[config.mk]
export PLATFORM = sky130hd
export DESIGN_NAME = nge_front
export DESIGN_NICKNAME = d
export VERILOG_FILES = /design/src/rtl/nge_front.sv
export SDC_FILE = /design/constraint.sdc
export NUM_CORES = 1
export LEC_CHECK = 0
export BUFFER_PORTS_ARGS = -buffer_cell sky130_fd_sc_hd__buf_2
export CAP_MARGIN = 20
export CORE_UTILIZATION = 50
export CTS_CLUSTER_SIZE = 16
export DETAILED_ROUTE_END_ITERATION = 10
export GPL_ROUTABILITY_DRIVEN = 0
export PLACE_DENSITY = 0.76
export SYNTH_ARGS = -nofsm -noshare
export SYNTH_HDL_FRONTEND = slang
export SYNTH_SLANG_ARGS = --single-unit
[constraint.sdc]
create_clock -name i_clk -period 3.7 [get_ports i_clk]
set_input_delay 0 -clock i_clk [delete_from_list [all_inputs] [get_ports i_clk]]
set_output_delay 0 -clock i_clk [all_outputs]
set_load 0.005 [all_outputs]
[src/rtl/nge_front.sv]
module nge_front #(
    parameter int unsigned VALUE_BITS = 32
) (
    input  logic                  i_clk,
    input  logic                  i_rst_n,
    input  logic                  i_push,
    output logic                  o_full,
    input  logic                  i_mode,
    input  logic [VALUE_BITS-1:0] i_value,
    input  logic                  i_last,
    output logic                  o_q_valid,
    output logic [VALUE_BITS+1:0] o_q_word,
    input  logic                  i_q_take
);
    localparam int unsigned QD = 2;
    logic [VALUE_BITS+1:0] r_buf [QD];
    logic                  r_wp, r_rp;
    logic [1:0]            r_cnt;
    logic                  w_in, w_out;

    assign o_full    = (r_cnt == 2'(QD));
    assign o_q_valid = (r_cnt != 2'd0);
    assign o_q_word  = r_buf[r_rp];
    assign w_in      = i_push && !o_full;
    assign w_out     = i_q_take && o_q_valid;

    always_ff @(posedge i_clk) begin
        if (w_in) begin
            r_buf[r_wp] <= {i_mode, i_last, i_value};
        end
        if (!i_rst_n) begin
            r_wp  <= 1'b0;
            r_rp  <= 1'b0;
            r_cnt <= 2'd0;
        end else begin
            if (w_in) r_wp <= ~r_wp;
            if (w_out) r_rp <= ~r_rp;
            r_cnt <= r_cnt + 2'(w_in) - 2'(w_out);
        end
    end
endmodule

# After elaboration in Yosys (flattened, before gate mapping)
# Memory sizes are Yosys's and may differ from the RTL's. A register that Yosys moved wholly into a read port is not among the register bits.
# Cells that the tools add are included.
[classes]
mux = 4
eq_ne = 1
reduce_logical = 4
bitwise_logic = 2
n_addsub = 2
[ops]
columns = ["operator", "n"]
rows = [
  ["$mux W1", 4],
  ["$add A2 B1 Y2", 1],
  ["$eq A2 B2 Y1 const B", 1],
  ["$logic_and A1 B1 Y1", 2],
  ["$not A1 Y1", 2],
  ["$reduce_bool A2 Y1", 1],
  ["$sub A2 B1 Y2", 1],
  ["$logic_not A1 Y1", 1],
]
[word_totals]
wordCells = 17
mem_count = 1
reg_bits = 4
input_bits = 38
output_inout_bits = 36
mem_bits_rw = 68
[memory_table]
columns = ["name", "words", "word_bits", "rd", "rd_clocked_by_memory_dff", "wr", "line", "source"]
rows = [
  ["r_buf", 2, 34, 1, 1, 1, "16", "logic [VALUE_BITS+1:0] r_buf [QD];"],
]

# Depth between registers and ports, before layout
[depth]
depth_word = 5
ltp_mapped = 8
depth_no_buf = 8

# Worst setup path after synthesis
# Ideal clock, no wire load.
[synth_timing]
path_kind = "reg-to-reg"
startpoint = "reg r_cnt[0]"
endpoint = "mem r_buf[0][0] in the netlist's numbering (enable)"
period_less_slack_ns = 2.442
t_arrival_ns = 2.017
path_slack_ns = 1.258
t_required_ns = 3.275
n_path_buf = 0
stages_incl_launch_ff = 4
path_cell_list = "dfxtp_1 > nand2b_1 > nand2_1 > nor2_1"
[synth_between]
elab_chain_cells = 5
[synth_lines]
columns = ["item", "line", "source"]
rows = [
  ["start: declaration", "18", "logic [1:0] r_cnt;"],
  ["start signal: assignment", "38", "r_cnt <= r_cnt + 2'(w_in) - 2'(w_out);"],
  ["$eq A2 B2 Y1", "21", "assign o_full = (r_cnt == 2'(QD));"],
  ["$logic_not A1 Y1", "24", "assign w_in = i_push && !o_full;"],
  ["$logic_and A1 B1 Y1", "24", ""],
  ["$mux W1", "28", "if (w_in) begin"],
  ["$mux W1 (implied by the code)", "29", "r_buf[r_wp] <= {i_mode, i_last, i_value};"],
  ["end: declaration", "16", ""],
]
# No other way between the ends.

# Worst setup path after layout
[layout_timing]
startpoint = "reg r_cnt[0]"
endpoint = "mem r_buf[0][10] in the netlist's numbering (enable)"
# The elaborated chain is that of the path after synthesis.

==> flow_results.xml <==
<?xml version="1.0" encoding="UTF-8"?>
<metrics>
  <group name="outcome">
    <metric name="status" unit="">finished, final reports clean</metric>
  </group>
  <group name="global_routing">
    <metric name="gr-total-overflow" unit="">0</metric>
    <metric name="vias_in_the_first_global_route" unit="">1530</metric>
    <metric name="grt_start_max_net_pins" unit="">35</metric>
    <metric name="grt_pass1_wl" unit="microns">7490</metric>
    <metric name="grt.total_usage" unit="%">17.5</metric>
    <metric name="antenna_violations_before_repair" unit="">0</metric>
  </group>
  <group name="synthesis">
    <metric name="synth_area_per_cell" unit="sq um">21.5</metric>
    <metric name="yosys.cell_types.count" unit="">18</metric>
    <metric name="synthesis.instances" unit="">132</metric>
    <metric name="synthesis.nets" unit="">172</metric>
    <metric name="ys_warn_count" unit="">0</metric>
    <metric name="synth.cell_area" unit="sq um">2840</metric>
    <metric name="yosysSeqAreaShare" unit="%">75.4</metric>
    <metric name="synth-seq-cells" unit="">73</metric>
  </group>
  <group name="sta">
    <metric name="finalSetupTns" unit="ns">0</metric>
    <metric name="max_slew.worst_pin.slew" unit="ns">0.960</metric>
    <metric name="slew_headroom" unit="%">35.9</metric>
    <metric name="fin_worst_skew" unit="ns">0.00615</metric>
    <metric name="final.period_utilization" unit="%">49.1</metric>
    <metric name="hold_viol" unit="">0</metric>
    <metric name="max_freq" unit="MHz">551</metric>
    <metric name="max_slew_violation_total_from_the_final_report" unit="">0</metric>
    <metric name="unrepaired_setup_endpoints_after_global_routing" unit="">no</metric>
    <metric name="setup_violations" unit="">0</metric>
    <metric name="finalCriticalPeriod" unit="ns">1.82</metric>
  </group>
  <group name="final_layout">
    <metric name="num-fill-cells" unit="">356</metric>
    <metric name="fin_util" unit="%">70.2</metric>
    <metric name="layout-drive-gt1-share" unit="%">50.2</metric>
    <metric name="nNetsFinal" unit="">288</metric>
    <metric name="ff_latch_area" unit="sq um">2140</metric>
    <metric name="areaGrowthSynthToFinish" unit="%">36.0</metric>
    <metric name="stdcell_count" unit="">325</metric>
    <metric name="diodes" unit="">0</metric>
    <metric name="multiInputGateArea" unit="sq um">627</metric>
  </group>
  <group name="die">
    <metric name="die_h" unit="microns">77.4</metric>
    <metric name="die_w" unit="microns">77.4</metric>
    <metric name="start_util" unit="%">51.6</metric>
    <metric name="die_area" unit="sq um">5990</metric>
    <metric name="num_rows" unit="">27</metric>
    <metric name="num_io_pins" unit="">74</metric>
    <metric name="core_region_area" unit="sq um">5510</metric>
  </group>
  <group name="power">
    <metric name="vdd_ir_drop_max" unit="uV">346</metric>
    <metric name="comb_power_share" unit="%">24.0</metric>
    <metric name="total_power" unit="mW">2.47</metric>
    <metric name="power_density" unit="nW/um^2">640</metric>
    <metric name="share_clk_of_total_power" unit="%">32.0</metric>
    <metric name="netSwitchingPower" unit="mW">0.574</metric>
    <metric name="netSwitchingFraction" unit="%">23.2</metric>
    <metric name="static-leakage-power" unit="nW">1.57</metric>
    <metric name="power.sequential.fraction" unit="%">44.0</metric>
    <metric name="cellInternalPower" unit="mW">1.90</metric>
  </group>
  <group name="clock_network">
    <metric name="clk_transition_reported_paths" unit="ns">0.07</metric>
    <metric name="holdBufCountCts" unit="">35</metric>
    <metric name="clk-insertion-delay-late" unit="ns">0.33</metric>
    <metric name="cts_made_buffers" unit="">9</metric>
    <metric name="ctsRootBufferMaster" unit="">sky130_fd_sc_hd__clkbuf_8</metric>
    <metric name="cts_buffer_depth" unit="">2</metric>
    <metric name="tritoncts_num_sinks" unit="">73</metric>
    <metric name="cts_tree" unit="">built</metric>
    <metric name="cts_htree_levels" unit="">3</metric>
    <metric name="cts.repair.resized" unit="">0</metric>
    <metric name="postCtsSetupRepairBufs" unit="">0</metric>
  </group>
  <group name="drt">
    <metric name="drt-wirelength-per-cell" unit="microns">14.5</metric>
    <metric name="routed_wl" unit="microns">4720</metric>
    <metric name="detail_route.vias_per_cell" unit="">4.62</metric>
    <metric name="via_count" unit="">1502</metric>
    <metric name="initialDrtViolationCount" unit="">67</metric>
    <metric name="first_pass_iters" unit="">4</metric>
    <metric name="count_of_unresolved_drc_violations_after_routing" unit="">0</metric>
    <metric name="drtAntennaViolNets" unit="">0</metric>
  </group>
  <group name="critical_path">
    <metric name="timing.critical_path.fanout_max" unit="">34</metric>
    <metric name="worstReg2RegStart" unit="">r_cnt[0]</metric>
    <metric name="arrival" unit="ns">1.77</metric>
    <metric name="worst_setup_path_start_kind" unit="">register</metric>
    <metric name="crit_path_end_kind" unit="">register</metric>
    <metric name="required" unit="ns">3.66</metric>
    <metric name="cp-startpoint" unit="">r_cnt[0]</metric>
    <metric name="path_class" unit="">register to register</metric>
  </group>
  <group name="placed_design">
    <metric name="port_buffers" unit="">73</metric>
    <metric name="post-place-cells" unit="">273</metric>
    <metric name="dp_hpwl" unit="microns">2780</metric>
  </group>
  <group name="worst_hold_path">
    <metric name="worstHoldPathType" unit="">input port to register</metric>
    <metric name="hold_path.startpoint" unit="">i_push</metric>
  </group>
  <group name="flow_run">
    <metric name="maxCapViolations" unit="">0</metric>
  </group>
</metrics>
cells in the mapped netlist:
master / instances / share of area (%)
sky130_fd_sc_hd__mux2_2: 4 / 1.6
sky130_fd_sc_hd__mux2i_1: 1 / 0.35
sky130_fd_sc_hd__dfxtp_1: 5 / 3.5
sky130_fd_sc_hd__and2_1: 1 / 0.22
sky130_fd_sc_hd__nor2_1: 4 / 0.53
sky130_fd_sc_hd__ha_1: 2 / 0.88
sky130_fd_sc_hd__or2_2: 1 / 0.22
sky130_fd_sc_hd__nand2b_1: 2 / 0.44
sky130_fd_sc_hd__xnor2_1: 2 / 0.62
sky130_fd_sc_hd__inv_1: 3 / 0.40
sky130_fd_sc_hd__xor2_1: 1 / 0.31
sky130_fd_sc_hd__o21a_1: 1 / 0.26
sky130_fd_sc_hd__buf_12: 3 / 2.1
sky130_fd_sc_hd__buf_6: 1 / 0.40
sky130_fd_sc_hd__and3_1: 1 / 0.22
sky130_fd_sc_hd__mux2_4: 30 / 16
sky130_fd_sc_hd__edfxtp_1: 68 / 72
sky130_fd_sc_hd__nand2_1: 2 / 0.26
cell usage in the layout, fill, tap and decap left out:
master                          instances
sky130_fd_sc_hd__dlygate4sd3_1         35
sky130_fd_sc_hd__clkbuf_1               1
sky130_fd_sc_hd__o21a_1                 1
sky130_fd_sc_hd__nor2_1                 3
sky130_fd_sc_hd__mux2_4                30
sky130_fd_sc_hd__buf_2                 73
sky130_fd_sc_hd__xnor2_1                2
sky130_fd_sc_hd__buf_12                 1
sky130_fd_sc_hd__dfxtp_2                1
sky130_fd_sc_hd__edfxtp_1              68
sky130_fd_sc_hd__and2_1                 1
sky130_fd_sc_hd__nand2b_1               2
sky130_fd_sc_hd__and3_2                 1
sky130_fd_sc_hd__nor2_4                 1
sky130_fd_sc_hd__mux2_2                 4
sky130_fd_sc_hd__clkbuf_8               9
sky130_fd_sc_hd__ha_1                   2
sky130_fd_sc_hd__mux2i_1                1
sky130_fd_sc_hd__dfxtp_1                4
sky130_fd_sc_hd__bufinv_16              4
sky130_fd_sc_hd__inv_1                  3
sky130_fd_sc_hd__clkinv_2               2
sky130_fd_sc_hd__nand2_1                2
sky130_fd_sc_hd__or2_2                  1
sky130_fd_sc_hd__xor2_1                 1
sequential cells by signal, indices dropped and copies added (netlist names), named ones only:
register  cells
r_buf        68
r_cnt         2
r_rp          1
r_wp          1
power by group through the flow:
stage	clock (mW)	combinational [mW]	sequential, mW
floorplan	0	0.426	1.09
global placement	0	0.502	1.15
detailed placement	0	0.509	1.16
CTS	0.804	0.539	1.14
global route	0.844	0.647	1.10
finish	0.791	0.594	1.09
metrics by stage:
stage / instance area (sq um) / hold WS [ns] / setup WS, ns
floorplan: 2840 / 0.0989 / 1.26
global placement: 3240 / 0.189 / 1.92
detailed placement: 3240 / 0.192 / 1.86
CTS: 3840 / 0.0534 / 1.70
global route: 3860 / 0.0622 / 1.74
finish: 3860 / 0.0682 / 1.88
cell type report:
type / count / area share (%)
multi-input cells: 52 / 16.2
inverters: 3 / 0.291
repair buffers: 109 / 19.0
well taps: 72 / 2.33
flip-flops and latches: 73 / 55.5
clock inverters: 6 / 3.37
clock buffers: 10 / 3.30
per-layer routing:
metal,share of wire (%),global-route usage (%),up-vias
met5,0,0,-
met4,1.1,7.92,0
met3,4.1,5.65,5
met2,52,28.1,40
met1,43,21.5,725
li1,-,-,732
cell families (layout without fill, tap and decap cells):
| kind of cell | count (synthesis) | in the layout | share of synthesized area, % |
|---|---|---|---|
| compound gates | 1 | 1 | 0.264 |
| xor+xnor | 3 | 3 | 0.924 |
| fa+ha+maj | 2 | 2 | 0.880 |
| buf+inv | 7 | 128 | 2.90 |
| flops | 73 | 73 | 75.4 |
| mux | 35 | 35 | 17.8 |
| simple gates | 11 | 11 | 1.89 |
worst paths after layout:
check | endpoint | slack (ns) | cells after the start
setup / recovery | r_buf[0][10] | 1.88 | 3
hold / removal | r_wp | 0.07 | 3
setup reg to reg | r_buf[0][10] | 1.88 | 3
hold reg to reg | r_rp | 0.52 | 2
critical path: stages (launching register included):
cell,delay (ns)
sky130_fd_sc_hd__dfxtp_1,0.36
sky130_fd_sc_hd__nand2b_1,0.16
sky130_fd_sc_hd__nand2_1,0.15
sky130_fd_sc_hd__nor2_4,0.75
(Power assumes the default switching activity.)
